[config.mk]
export PLATFORM = sky130hd
export DESIGN_NAME = raid5_stripe_block_allocator_flat
export DESIGN_NICKNAME = d
export VERILOG_FILES = /design/src/hw/rtl/r5alloc_pkg.sv /design/src/hw/rtl/r5alloc_if.sv /design/src/hw/rtl/raid5_stripe_block_allocator.sv /design/src/hw/rtl/r5alloc_ctrl.sv /design/src/hw/rtl/r5alloc_dp.sv /design/src/flat_wrapper.sv
export SDC_FILE = /design/constraint.sdc
export NUM_CORES = 1
export LEC_CHECK = 0
export BUFFER_PORTS_ARGS = -buffer_cell sky130_fd_sc_hd__buf_2
export CAP_MARGIN = 25
export CORE_MARGIN = 2
export CORE_UTILIZATION = 40
export DETAILED_ROUTE_END_ITERATION = 10
export SETUP_SLACK_MARGIN = 0.02
export SLEW_MARGIN = 20
export SYNTH_ARGS = -nofsm -noshare
export SYNTH_HDL_FRONTEND = slang
export SYNTH_SLANG_ARGS = --single-unit
[constraint.sdc]
create_clock -name clk -period 27.7 [get_ports clk]
set_clock_uncertainty 0.05 [all_clocks]
set_input_delay 4.155 -clock clk [delete_from_list [all_inputs] [get_ports clk]]
set_output_delay 4.155 -clock clk [all_outputs]
set_load 0.005 [all_outputs]
[src/hw/rtl/r5alloc_pkg.sv]
`default_nettype none

package r5alloc_pkg;

    localparam int MAX_DISKS   = 8;
    localparam int DISK_W      = $clog2(MAX_DISKS);
    localparam int N_W         = $clog2(MAX_DISKS + 1);
    localparam int NCNT_W      = 4;
    localparam int BLK_W       = 24;
    localparam int REQ_W       = 16;
    localparam int CHUNK_W     = 8;
    localparam int NUM_CHUNKS  = BLK_W / CHUNK_W;
    localparam int CHUNK_IDX_W = $clog2(NUM_CHUNKS);
    localparam int CFG_IDX_W   = 2;
    localparam int CFG_DATA_W  = BLK_W;

    localparam logic [CFG_IDX_W-1:0] REG_DISK_COUNT = CFG_IDX_W'(0);
    localparam logic [CFG_IDX_W-1:0] REG_CAPACITY   = CFG_IDX_W'(1);

    localparam logic [NCNT_W-1:0] RESET_DISK_COUNT = NCNT_W'(4);
    localparam logic [NCNT_W-1:0] MIN_DISK_COUNT   = NCNT_W'(2);
    localparam logic [BLK_W-1:0]  RESET_CAPACITY   = {BLK_W{1'b1}};

    typedef struct packed {
        logic                   load;
        logic                   mod_en;
        logic [CHUNK_IDX_W-1:0] chunk;
        logic                   eval;
        logic                   finish;
        logic [DISK_W-1:0]      disk;
    } ctrl_cmd_t;

    typedef struct packed {
        logic [N_W-1:0] n_active;
        logic           out_free;
    } dp_status_t;

    // Fold one chunk of an offset into a running residue modulo n, one bit a step.
    function automatic logic [DISK_W-1:0] mod_step(
        input logic [DISK_W-1:0]  r,
        input logic [CHUNK_W-1:0] bits,
        input logic [N_W-1:0]     n
    );
        logic [DISK_W:0]   t;
        logic [DISK_W-1:0] acc;
        acc = r;
        for (int k = CHUNK_W - 1; k >= 0; k--)
        begin
            t = {acc, bits[k]};
            if (t >= (DISK_W + 1)'(n))
            begin
                t = t - (DISK_W + 1)'(n);
            end
            acc = t[DISK_W-1:0];
        end
        return acc;
    endfunction

endpackage

`default_nettype wire

[src/hw/rtl/r5alloc_if.sv]
`default_nettype none

interface r5alloc_req_if;
    import r5alloc_pkg::*;
    logic             valid;
    logic             ready;
    logic [REQ_W-1:0] block_count;
    modport source (output valid, output block_count, input ready);
    modport sink (input valid, input block_count, output ready);
endinterface

interface r5alloc_rsp_if;
    import r5alloc_pkg::*;
    logic              valid;
    logic              ready;
    logic              granted;
    logic [DISK_W-1:0] data_disk;
    logic [BLK_W-1:0]  start_block;
    logic [DISK_W-1:0] parity_disk;
    modport source (output valid, output granted, output data_disk, output start_block,
                    output parity_disk, input ready);
    modport sink (input valid, input granted, input data_disk, input start_block,
                  input parity_disk, output ready);
endinterface

interface r5alloc_cfg_if;
    import r5alloc_pkg::*;
    logic                  valid;
    logic                  ready;
    logic [CFG_IDX_W-1:0]  index;
    logic [CFG_DATA_W-1:0] data;
    modport source (output valid, output index, output data, input ready);
    modport sink (input valid, input index, input data, output ready);
endinterface

`default_nettype wire

[src/hw/rtl/raid5_stripe_block_allocator.sv]
`default_nettype none

// RAID-5 stripe block allocator. Each request on req names a block count and yields
// exactly one response on rsp: the granted flag, the data disk, the first block and
// the stripe's parity disk (all zero when no disk has room). Per-disk next-free
// offsets reset to zero. For each of the N active disks (N is 2..8), the offset goes
// chunk by chunk through the shared residue unit, which folds eight offset bits per
// cycle modulo N, and an evaluate step then does the parity skip and the best-disk
// compare; the result waits for a free output register. One request is in
// flight at a time; a new one is accepted while the previous response still waits
// in the output register. Write cfg only while no request is in flight.
module raid5_stripe_block_allocator
    import r5alloc_pkg::*;
(
    input  logic          clk,
    input  logic          rst_n,
    r5alloc_req_if.sink   req,
    r5alloc_rsp_if.source rsp,
    r5alloc_cfg_if.sink   cfg
);

    ctrl_cmd_t  cmd;
    dp_status_t status;

    r5alloc_ctrl u_ctrl (
        .clk       (clk),
        .rst_n     (rst_n),
        .req_valid (req.valid),
        .req_ready (req.ready),
        .status    (status),
        .cmd       (cmd)
    );

    r5alloc_dp u_dp (
        .clk         (clk),
        .rst_n       (rst_n),
        .cmd         (cmd),
        .status      (status),
        .block_count (req.block_count),
        .cfg         (cfg),
        .rsp         (rsp)
    );

endmodule

`default_nettype wire

[src/hw/rtl/r5alloc_ctrl.sv]
`default_nettype none

module r5alloc_ctrl
    import r5alloc_pkg::*;
(
    input  logic       clk,
    input  logic       rst_n,
    input  logic       req_valid,
    output logic       req_ready,
    input  dp_status_t status,
    output ctrl_cmd_t  cmd
);

    localparam logic [1:0] ST_IDLE   = 2'd0;
    localparam logic [1:0] ST_MOD    = 2'd1;
    localparam logic [1:0] ST_EVAL   = 2'd2;
    localparam logic [1:0] ST_FINISH = 2'd3;

    logic [1:0]             state_reg, state_next;
    logic [DISK_W-1:0]      disk_reg, disk_next;
    logic [CHUNK_IDX_W-1:0] chunk_reg, chunk_next;
    logic                   last_disk;
    logic                   last_chunk;

    assign last_disk  = N_W'(disk_reg) == (status.n_active - N_W'(1));
    assign last_chunk = chunk_reg == CHUNK_IDX_W'(NUM_CHUNKS - 1);
    assign req_ready  = state_reg == ST_IDLE;

    always_comb
    begin
        state_next   = state_reg;
        disk_next    = disk_reg;
        chunk_next   = chunk_reg;
        cmd.load     = 1'b0;
        cmd.mod_en   = 1'b0;
        cmd.eval     = 1'b0;
        cmd.finish   = 1'b0;
        cmd.chunk    = chunk_reg;
        cmd.disk     = disk_reg;
        case (state_reg)
            ST_IDLE:
            begin
                if (req_valid)
                begin
                    cmd.load   = 1'b1;
                    disk_next  = '0;
                    chunk_next = '0;
                    state_next = ST_MOD;
                end
            end
            ST_MOD:
            begin
                cmd.mod_en = 1'b1;
                if (last_chunk)
                begin
                    state_next = ST_EVAL;
                end
                else
                begin
                    chunk_next = chunk_reg + CHUNK_IDX_W'(1);
                end
            end
            ST_EVAL:
            begin
                cmd.eval = 1'b1;
                if (last_disk)
                begin
                    state_next = ST_FINISH;
                end
                else
                begin
                    disk_next  = disk_reg + DISK_W'(1);
                    chunk_next = '0;
                    state_next = ST_MOD;
                end
            end
            ST_FINISH:
            begin
                // hold until the output register is free
                if (status.out_free)
                begin
                    cmd.finish = 1'b1;
                    state_next = ST_IDLE;
                end
            end
            default:
            begin
                state_next = ST_IDLE;
            end
        endcase
    end

    always_ff @(posedge clk or negedge rst_n)
    begin
        if (!rst_n)
        begin
            state_reg <= ST_IDLE;
            disk_reg  <= '0;
            chunk_reg <= '0;
        end
        else
        begin
            state_reg <= state_next;
            disk_reg  <= disk_next;
            chunk_reg <= chunk_next;
        end
    end

endmodule

`default_nettype wire

[src/hw/rtl/r5alloc_dp.sv]
`default_nettype none

module r5alloc_dp
    import r5alloc_pkg::*;
(
    input  logic             clk,
    input  logic             rst_n,
    input  ctrl_cmd_t        cmd,
    output dp_status_t       status,
    input  logic [REQ_W-1:0] block_count,
    r5alloc_cfg_if.sink      cfg,
    r5alloc_rsp_if.source    rsp
);

    logic [NCNT_W-1:0] disk_count_reg;
    logic [BLK_W-1:0]  capacity_reg;
    logic [BLK_W-1:0]  offset_reg [MAX_DISKS];
    logic [REQ_W-1:0]  req_reg;
    logic [DISK_W-1:0] resid_reg, resid_next;
    logic [BLK_W-1:0]  best_off_reg;
    logic [DISK_W-1:0] best_mod_reg;
    logic [DISK_W-1:0] chosen_reg;
    logic              found_reg;
    logic              out_valid_reg;
    logic              granted_reg;
    logic [DISK_W-1:0] data_disk_reg;
    logic [BLK_W-1:0]  start_block_reg;
    logic [DISK_W-1:0] parity_disk_reg;

    logic [N_W-1:0]    n_active;
    logic [BLK_W-1:0]  cur_off;
    logic [DISK_W-1:0] mod_in;
    logic [N_W-1:0]    parity_pos;
    logic              skip;
    logic [BLK_W-1:0]  off_new;
    logic [N_W-1:0]    mod_inc;
    logic [DISK_W-1:0] mod_new;
    logic [BLK_W-1:0]  room;
    logic              fits;
    logic              take;

    always_comb
    begin
        if (disk_count_reg < MIN_DISK_COUNT)
        begin
            n_active = N_W'(MIN_DISK_COUNT);
        end
        else if (disk_count_reg > NCNT_W'(MAX_DISKS))
        begin
            n_active = N_W'(MAX_DISKS);
        end
        else
        begin
            n_active = N_W'(disk_count_reg);
        end
    end

    assign cur_off    = offset_reg[cmd.disk];
    assign mod_in     = (cmd.chunk == '0) ? '0 : resid_reg;
    assign resid_next = mod_step(mod_in,
                                 cur_off[(NUM_CHUNKS - 1 - int'(cmd.chunk)) * CHUNK_W +: CHUNK_W],
                                 n_active);

    // skip the parity block sitting at this disk's next offset
    assign parity_pos = n_active - N_W'(1) - N_W'(resid_reg);
    assign skip       = (N_W'(cmd.disk) == parity_pos) && (cur_off < capacity_reg);
    assign off_new    = skip ? cur_off + BLK_W'(1) : cur_off;
    assign mod_inc    = N_W'(resid_reg) + N_W'(1);
    assign mod_new    = skip ? ((mod_inc == n_active) ? '0 : DISK_W'(mod_inc)) : resid_reg;
    assign room       = (off_new >= capacity_reg) ? '0 : capacity_reg - off_new;
    assign fits       = BLK_W'(req_reg) <= room;
    assign take       = (cmd.disk == '0) ||
                        (fits && (found_reg ? (off_new < best_off_reg)
                                            : (off_new <= best_off_reg)));

    assign status.n_active = n_active;
    assign status.out_free = !out_valid_reg || rsp.ready;

    assign cfg.ready       = 1'b1;
    assign rsp.valid       = out_valid_reg;
    assign rsp.granted     = granted_reg;
    assign rsp.data_disk   = data_disk_reg;
    assign rsp.start_block = start_block_reg;
    assign rsp.parity_disk = parity_disk_reg;

    always_ff @(posedge clk or negedge rst_n)
    begin
        if (!rst_n)
        begin
            disk_count_reg <= RESET_DISK_COUNT;
            capacity_reg   <= RESET_CAPACITY;
            out_valid_reg  <= 1'b0;
            for (int i = 0; i < MAX_DISKS; i++)
            begin
                offset_reg[i] <= '0;
            end
        end
        else
        begin
            if (cfg.valid)
            begin
                case (cfg.index)
                    REG_DISK_COUNT: disk_count_reg <= cfg.data[NCNT_W-1:0];
                    REG_CAPACITY:   capacity_reg   <= cfg.data[BLK_W-1:0];
                    default:        ;
                endcase
            end
            if (cmd.eval)
            begin
                offset_reg[cmd.disk] <= off_new;
            end
            // advance the chosen disk past the granted blocks
            if (cmd.finish && found_reg)
            begin
                offset_reg[chosen_reg] <= best_off_reg + BLK_W'(req_reg);
            end
            if (cmd.finish)
            begin
                out_valid_reg <= 1'b1;
            end
            else if (rsp.ready)
            begin
                out_valid_reg <= 1'b0;
            end
        end
    end

    always_ff @(posedge clk)
    begin
        if (cmd.load)
        begin
            req_reg <= block_count;
        end
        if (cmd.mod_en)
        begin
            resid_reg <= resid_next;
        end
        if (cmd.eval && take)
        begin
            best_off_reg <= off_new;
            best_mod_reg <= mod_new;
            chosen_reg   <= cmd.disk;
        end
        if (cmd.eval)
        begin
            if (cmd.disk == '0)
            begin
                found_reg <= fits;
            end
            else if (take)
            begin
                found_reg <= 1'b1;
            end
        end
        if (cmd.finish)
        begin
            granted_reg <= found_reg;
            if (found_reg)
            begin
                data_disk_reg   <= chosen_reg;
                start_block_reg <= best_off_reg;
                parity_disk_reg <= DISK_W'(n_active - N_W'(1) - N_W'(best_mod_reg));
            end
            else
            begin
                data_disk_reg   <= '0;
                start_block_reg <= '0;
                parity_disk_reg <= '0;
            end
        end
    end

endmodule

`default_nettype wire

[src/flat_wrapper.sv]
// flat-port wrapper written by rule: the top's interface ports become plain ports
module raid5_stripe_block_allocator_flat import r5alloc_pkg::*;
  (clk, rst_n, req_valid, req_block_count, req_ready, rsp_valid, rsp_granted, rsp_data_disk, rsp_start_block, rsp_parity_disk, rsp_ready, cfg_valid, cfg_index, cfg_data, cfg_ready);
  r5alloc_req_if req_i ();
  r5alloc_rsp_if rsp_i ();
  r5alloc_cfg_if cfg_i ();
  input  logic clk;
  input  logic rst_n;
  input wire logic [$bits(req_i.valid)-1:0] req_valid;
  input wire logic [$bits(req_i.block_count)-1:0] req_block_count;
  output wire logic [$bits(req_i.ready)-1:0] req_ready;
  output wire logic [$bits(rsp_i.valid)-1:0] rsp_valid;
  output wire logic [$bits(rsp_i.granted)-1:0] rsp_granted;
  output wire logic [$bits(rsp_i.data_disk)-1:0] rsp_data_disk;
  output wire logic [$bits(rsp_i.start_block)-1:0] rsp_start_block;
  output wire logic [$bits(rsp_i.parity_disk)-1:0] rsp_parity_disk;
  input wire logic [$bits(rsp_i.ready)-1:0] rsp_ready;
  input wire logic [$bits(cfg_i.valid)-1:0] cfg_valid;
  input wire logic [$bits(cfg_i.index)-1:0] cfg_index;
  input wire logic [$bits(cfg_i.data)-1:0] cfg_data;
  output wire logic [$bits(cfg_i.ready)-1:0] cfg_ready;
  assign req_i.valid = req_valid;
  assign req_i.block_count = req_block_count;
  assign req_ready = req_i.ready;
  assign rsp_valid = rsp_i.valid;
  assign rsp_granted = rsp_i.granted;
  assign rsp_data_disk = rsp_i.data_disk;
  assign rsp_start_block = rsp_i.start_block;
  assign rsp_parity_disk = rsp_i.parity_disk;
  assign rsp_i.ready = rsp_ready;
  assign cfg_i.valid = cfg_valid;
  assign cfg_i.index = cfg_index;
  assign cfg_i.data = cfg_data;
  assign cfg_ready = cfg_i.ready;
  raid5_stripe_block_allocator u_core (.clk(clk), .rst_n(rst_n), .req(req_i), .rsp(rsp_i), .cfg(cfg_i));
endmodule
# --- Yosys cells after proc, flatten, opt, wreduce, memory -nomap -nowiden ---
# Index checks and enable logic that the tools add are counted.
word_totals:
  ff_bits: 309
  latchBits: 0
  ram_bits: 0
  mem_bits_ro: 0
  in_bits: 47
  output_inout_bits: 34
  word_cells: 149
  n_memories: 0
classes:
  addsub: 18
  multipliers: 0
  div_mod_pow: 0
  magnitude_cmp: 19
  n_eq_ne: 13
  n_shift: 1
  muxes: 49
  n_bitwise: 2
  n_reduce_logical: 23
ops:
  columns: ["op", "n"]
  rows:
  - ["$bwmux 192", 2]
  - ["$mux 192", 2]
  - ["$demux 24 s3", 2]
  - ["$mux 24", 6]
  - ["$bmux 24 s3", 1]
  - ["$lt 24x24->1", 2]
  - ["$mux 3", 13]
  - ["$ge 4x4->1", 8]
  - ["$sub 3x3->3", 9]
  - ["$add 24x1->24 const B", 1]
  - ["$add 24x16->24", 1]
  - ["$ge 24x24->1", 1]
  - ["$le 16x24->1", 1]
  - ["$le 24x24->1", 1]
  - ["$shiftx 24x6->8", 1]
  - ["$sub 24x24->24", 1]
  - ["$mux 2", 7]
  - ["$mux 1", 11]
  - ["$eq 3x4->1", 2]
  - ["$ge 4x4->1 const B", 2]
  - ["$lt 4x1->1 const B", 2]
  - ["$mux 4", 2]
  - ["$ne 2x2->1 const B", 4]
  - ["$not 3->4", 2]
  - ["25 further kinds", 41]

# --- Depth between registers and ports, before layout ---
logic_depth:
  word_depth: 21
  depth_mapped: 57
  depth_no_buf: 53

# --- Cells and area by module ---
# From an unflattened synthesis, not the netlist that was laid out.
hier_totals:
  hier_cells: 2460
  hier_area_um2: 22220.1
modules_own_cells:
  columns: ["module", "instances", "cells_each", "area_each_um2", "seq_area_each_um2"]
  rows:
  - ["r5alloc_dp", 1, 2399, 21687.0, 7993.9]
  - ["r5alloc_ctrl", 1, 61, 533.0, 175.2]

# --- Worst setup path after synthesis ---
# Ideal clock, no wire load.
synth_timing:
  path_type: "register -> register"
  from: "register u_core.u_ctrl.disk_reg[1]"
  to: "register u_core.u_dp.resid_reg[2], data pin"
  setup_ns: 0.260
  arrival_time_ns: 11.867
  required_time_ns: 27.390
  path_slack_ns: 15.523
  stages_incl_launch_ff: 57
  path_buffers: 3
  period_less_slack_ns: 12.177
  path_cell_list: "dfrtp_1 > buf_4 > buf_2 > buf_2 > mux2i_1 > nor2_1 > a21oi_1 > o221ai_1 > mux2_2 > a22oi_1 > or2_2 > ha_1 > fa_1 > nand2_1 > a21o_1 > a21oi_1 > inv_1 > o31ai_1 > [... 21 more ...] > a21o_1 > fa_1 > a21o_1 > a21o_1 > a21oi_1 > mux2i_1 > ha_1 > a21o_1 > a21o_1 > a21oi_1 > mux2_2 > inv_1 > ha_1 > nand2_1 > nand2_1 > a21o_1 > a21oi_1 > mux2_2"
synth_via:
  elab_chain_len: 21
  word_cells_on_any_way: 29
  classes_between: "add/sub (8); order compare (8); shift (1); mux (11); bitwise (1)"
synth_rtl:
  columns: ["item", "line_no", "source"]
  rows:
  - ["start: declaration", "r5alloc_ctrl.sv:20", "logic [DISK_W-1:0] disk_reg, disk_next;"]
  - ["start signal: assignment", "r5alloc_ctrl.sv:104", "disk_reg <= disk_next;"]
  - ["$not 3->4 (implied by the code) *", "r5alloc_dp.sv:58", "assign cur_off = offset_reg[cmd.disk];"]
  - ["$bmux 24 s3 *", "r5alloc_dp.sv:58", null]
  - ["$mux 24 (implied by the code) * (2 in series)", "r5alloc_dp.sv:58", null]
  - ["$shiftx 24x6->8 *", "r5alloc_dp.sv:61", "cur_off[(NUM_CHUNKS - 1 - int'(cmd.chunk)) * CHUNK_W +: CHUNK_W],"]
  - ["$ge 4x4->1 / $sub 3x3->3 (equally long branches)", "r5alloc_pkg.sv:50, r5alloc_pkg.sv:52", null]
  - ["$mux 3", "r5alloc_pkg.sv:50", "if (t >= (DISK_W + 1)'(n))"]
  - ["$ge 4x4->1 / $sub 3x3->3 (equally long branches)", "r5alloc_pkg.sv:50, r5alloc_pkg.sv:52", null]
  - ["$mux 3", "r5alloc_pkg.sv:50", null]
  - ["[... 5 more ...]", null, null]
  - ["$mux 3", "r5alloc_pkg.sv:50", null]
  - ["$ge 4x4->1 / $sub 3x3->3 (equally long branches)", "r5alloc_pkg.sv:50, r5alloc_pkg.sv:52", null]
  - ["$mux 3", "r5alloc_pkg.sv:50", null]
  - ["$ge 4x4->1 / $sub 3x3->3 (equally long branches)", "r5alloc_pkg.sv:50, r5alloc_pkg.sv:52", null]
  - ["$mux 3", "r5alloc_pkg.sv:50", null]
  - ["$ge 4x4->1 / $sub 3x3->3 (equally long branches)", "r5alloc_pkg.sv:50, r5alloc_pkg.sv:52", null]
  - ["$mux 3 *", "r5alloc_pkg.sv:50", null]
  - ["named net u_core.u_dp.resid_next[2]", "r5alloc_dp.sv:19", "logic [DISK_W-1:0] resid_reg, resid_next;"]
  - ["end signal: assignment", "r5alloc_dp.sv:136", "resid_reg <= resid_next;"]
  - ["end: declaration", "r5alloc_dp.sv:19", null]
# The timed path passes the listed nets; every way through them passes the cells marked *. The select of a mux whose other input is x is not followed.
# A chain may end at the register's enable or synchronous reset.

# --- Final worst setup path ---
layout_timing:
  from: "register u_core.u_ctrl.disk_reg[0]"
  to: "register u_core.u_dp.resid_reg[2], data pin"
# The elaborated chain is that of the path after synthesis.

==> out/qor.txt <==
Detailed Routing Iterations Pass 1 -> 6
Worst Setup EP -> u_core.u_dp.resid_reg[2]
Synth top area cells -> dfrtp_1, edfxtp_1, ha_1
Crit-path max cell delay -> 0.84 ns
Slowest cell on crit path -> dfrtp_2
Skew-Pair Late Insertion Delay -> 0.56 ns
Placer congestion estimate -> 0.9069
Worst-margin pin slew -> 1.158 ns
Register area share after synthesis -> 39.98%
Filler instances -> 4842
Clock sink count -> 309
Area growth syn-to-layout -> 11.76%
Post-synth EDFFs -> 81
Clk root buf -> clkbuf_16
Mapped Nets -> 2401
FF+latch count, synth -> 309
Vias in the first global route -> 17.47k
RSZ-0062 raised after global routing -> false
Max-cap violations -> 0
Worst Setup SP -> u_core.u_ctrl.disk_reg[0]
CP arrival -> 14.66 ns
Worst EP required -> 27.94 ns
Fin nets -> 2464
Peak Freq -> 69.35 MHz
Post-CTS Resized -> 0
Drt wl/cell -> 24.54 microns
Crit path kind -> flip-flop to flip-flop
Gr ovfl total -> 0
Synth top area share -> 24.86%
R2R cell count -> 54
GRT Total Usage -> 27.18%
Cell taking the most area after synthesis -> dfrtp_1
TritonCTS clock tree -> built
Final Critical Period -> 14.42 ns
CP endpoint kind -> flip-flop
Reg2Reg Capture Point -> u_core.u_dp.resid_reg[2]
Die width -> 230.0 microns
R2r startpoint -> u_core.u_ctrl.disk_reg[0]
Max_slew headroom -> 22.80%
DR vias -> 17.91k
Worst Path Max Fanout -> 46
Final Slew Violations -> 0
Critical path's most frequent cell -> a21o_1
Max FFs per register -> 192
Starting Density -> 40.64%
Via/cell ratio -> 6.060
Clock tree buffer depth -> 3
Layout cells sized above 1 -> 15.43%
Floorplan core area -> 50270 sq um
Syn Area/Cell -> 9.313 sq um
Most used DFF post-synth -> dfrtp_1
Ys Warns -> 0
CP Launch Type -> flip-flop
Post-CTS setup buffer count -> 0
Fin Setup TNS -> 0 ns
Residual DRC -> 0
Number of antenna violations at the first check in global routing -> 3
Final hold viol count -> 0
Top-level I/O count -> 81
First-pass GRT wire length -> 109.6 mm
Final HPWL DP -> 49.90 mm
Die Area -> 52910 sq um
CTS buffer count -> 36
Final wirelength -> 72.51 mm
Die Y -> 230.0 microns
CTS H-tree lvls -> 2
Fraction of registers with async set/reset -> 73.79%
Final ANT Viol Nets -> 0
Post-Synthesis Cells -> 2194
Tightest Hold Check Type -> flip-flop to flip-flop
Clock Pin Slew Worst Setup and Hold Paths -> 0.06 ns
Final setup viols -> 0
Hold Buf Count CTS -> 0
Reg-to-reg slack, setup -> 13.28 ns
Detailed Route Iter0 Violations -> 1978
Tcrit/Tclk final -> 52.05%
Row cnt -> 82
Largest net degree at the start of global routing -> 82
Outcome -> finished clean
Port bufs -> 79
Netlist Area Pre-Place -> 20430 sq um
Yosys cell types -> 73
cell usage in the layout (no fill, tap or decap), types with 25 or more instances in the layout:
master / netlist / layout
nor2_1: 123 / 115
xnor2_1: 51 / 51
a21o_1: 43 / 43
and3_1: 26 / 26
o21ai_0: 108 / 108
inv_1: 119 / 119
nand4_1: 25 / 25
dfstp_2: 25 / 25
mux2i_1: 33 / 33
a21oi_1: 265 / 264
ha_1: 148 / 148
buf_4: 6 / 60
and2_1: 39 / 39
nand2_1: 265 / 263
edfxtp_1: 81 / 81
buf_2: 16 / 78
a22oi_1: 117 / 117
clkbuf_16: 0 / 36
nand3_1: 46 / 46
dfrtp_1: 203 / 200
mux2_2: 78 / 78
cells in the mapped netlist, types with 43 or more instances:
master and number:
a21o_1 43, a21oi_1 265, a22oi_1 117, clkbuf_1 86, dfrtp_1 203, edfxtp_1 81, ha_1 148, inv_1 119
mux2_2 78, nand2_1 265, nand3_1 46, nor2_1 123, o21ai_0 108, xnor2_1 51
worst min-delay path by stage:
stage | slack [ns] | start | end | cells past startpoint
final | 0.47 | u_core.u_dp.offset_reg[52] | u_core.u_dp.offset_reg[52] | 2
after global routing | 0.48 | u_core.u_dp.disk_count_reg[0] | u_core.u_dp.disk_count_reg[0] | 1
after CTS | 0.47 | u_core.u_dp.offset_reg[52] | u_core.u_dp.offset_reg[52] | 2
after detailed placement | 0.45 | u_core.u_dp.offset_reg[52] | u_core.u_dp.offset_reg[52] | 2
after global placement | 0.44 | u_core.u_dp.offset_reg[52] | u_core.u_dp.offset_reg[52] | 2
after floorplan | 0.37 | u_core.u_ctrl.disk_reg[2] | u_core.u_dp.chosen_reg[2] | 0
per-layer routing:
metal / GRT usage (%) / vias to the layer above / wire length, microns
li1: - / 8067 / -
met1: 37.75 / 8769 / 30400
met2: 39.85 / 935 / 30820
met3: 6.771 / 135 / 8011
met4: 12.18 / 0 / 3274
met5: 0 / - / 0
layout make-up:
type	instances	area, sq um	area share, %
Multi-Input combinational cell	1646	11390	49.86
Sequential cell	309	8173	35.79
Clock buffer	53	1015	4.443
Timing Repair Buffer	143	900.9	3.945
Tap cell	672	840.8	3.682
Inverter	121	454.2	1.989
Clock inverter	10	65.06	0.2849
Antenna cell	1	2.502	0.01096
stage by stage:
step | utilization [%] | std cells | hold WS [ns] | setup slack, ns | area [sq um]
after global placement | 43.16 | 2886 | 0.4371 | 13.75 | 21700
final | 45.43 | 2955 | 0.4713 | 13.28 | 22840
after detailed placement | 43.25 | 2890 | 0.4529 | 13.40 | 21740
after global routing | 45.42 | 2954 | 0.4831 | 12.25 | 22830
after CTS | 45.40 | 2953 | 0.4655 | 13.33 | 22820
after floorplan | - | 2194 | 0.3696 | 15.52 | 20430
critical path, delay by kind of cell (launching register included):
kind | cells | cell delay, ns
AOI/OAI and AO/OA | 28 | 6.54
adders and majority gates | 9 | 2.68
muxes | 6 | 2.33
buffers and inverters | 4 | 1.01
DFF | 1 | 0.84
and+or+nand+nor | 7 | 0.68
kinds of logic (layout without fill, tap and decap cells):
| group | Yosys count | after routing | share of synthesized area [%] |
|---|---|---|---|
| buffers and inverters | 239 | 327 | 4.746 |
| DFF | 309 | 309 | 39.98 |
| other | 1 | 2 | 0.01835 |
| AOI/OAI and AO/OA | 682 | 682 | 21.16 |
| and+or+nand+nor | 609 | 609 | 13.73 |
| muxes | 113 | 113 | 6.136 |
| xor gates and xnor gates | 81 | 81 | 3.986 |
| adders and majority gates | 160 | 160 | 10.24 |
Power is left out: the tool's default activity adds up to more than one toggle a clock period on the data nets, which glitch-free logic cannot reach.
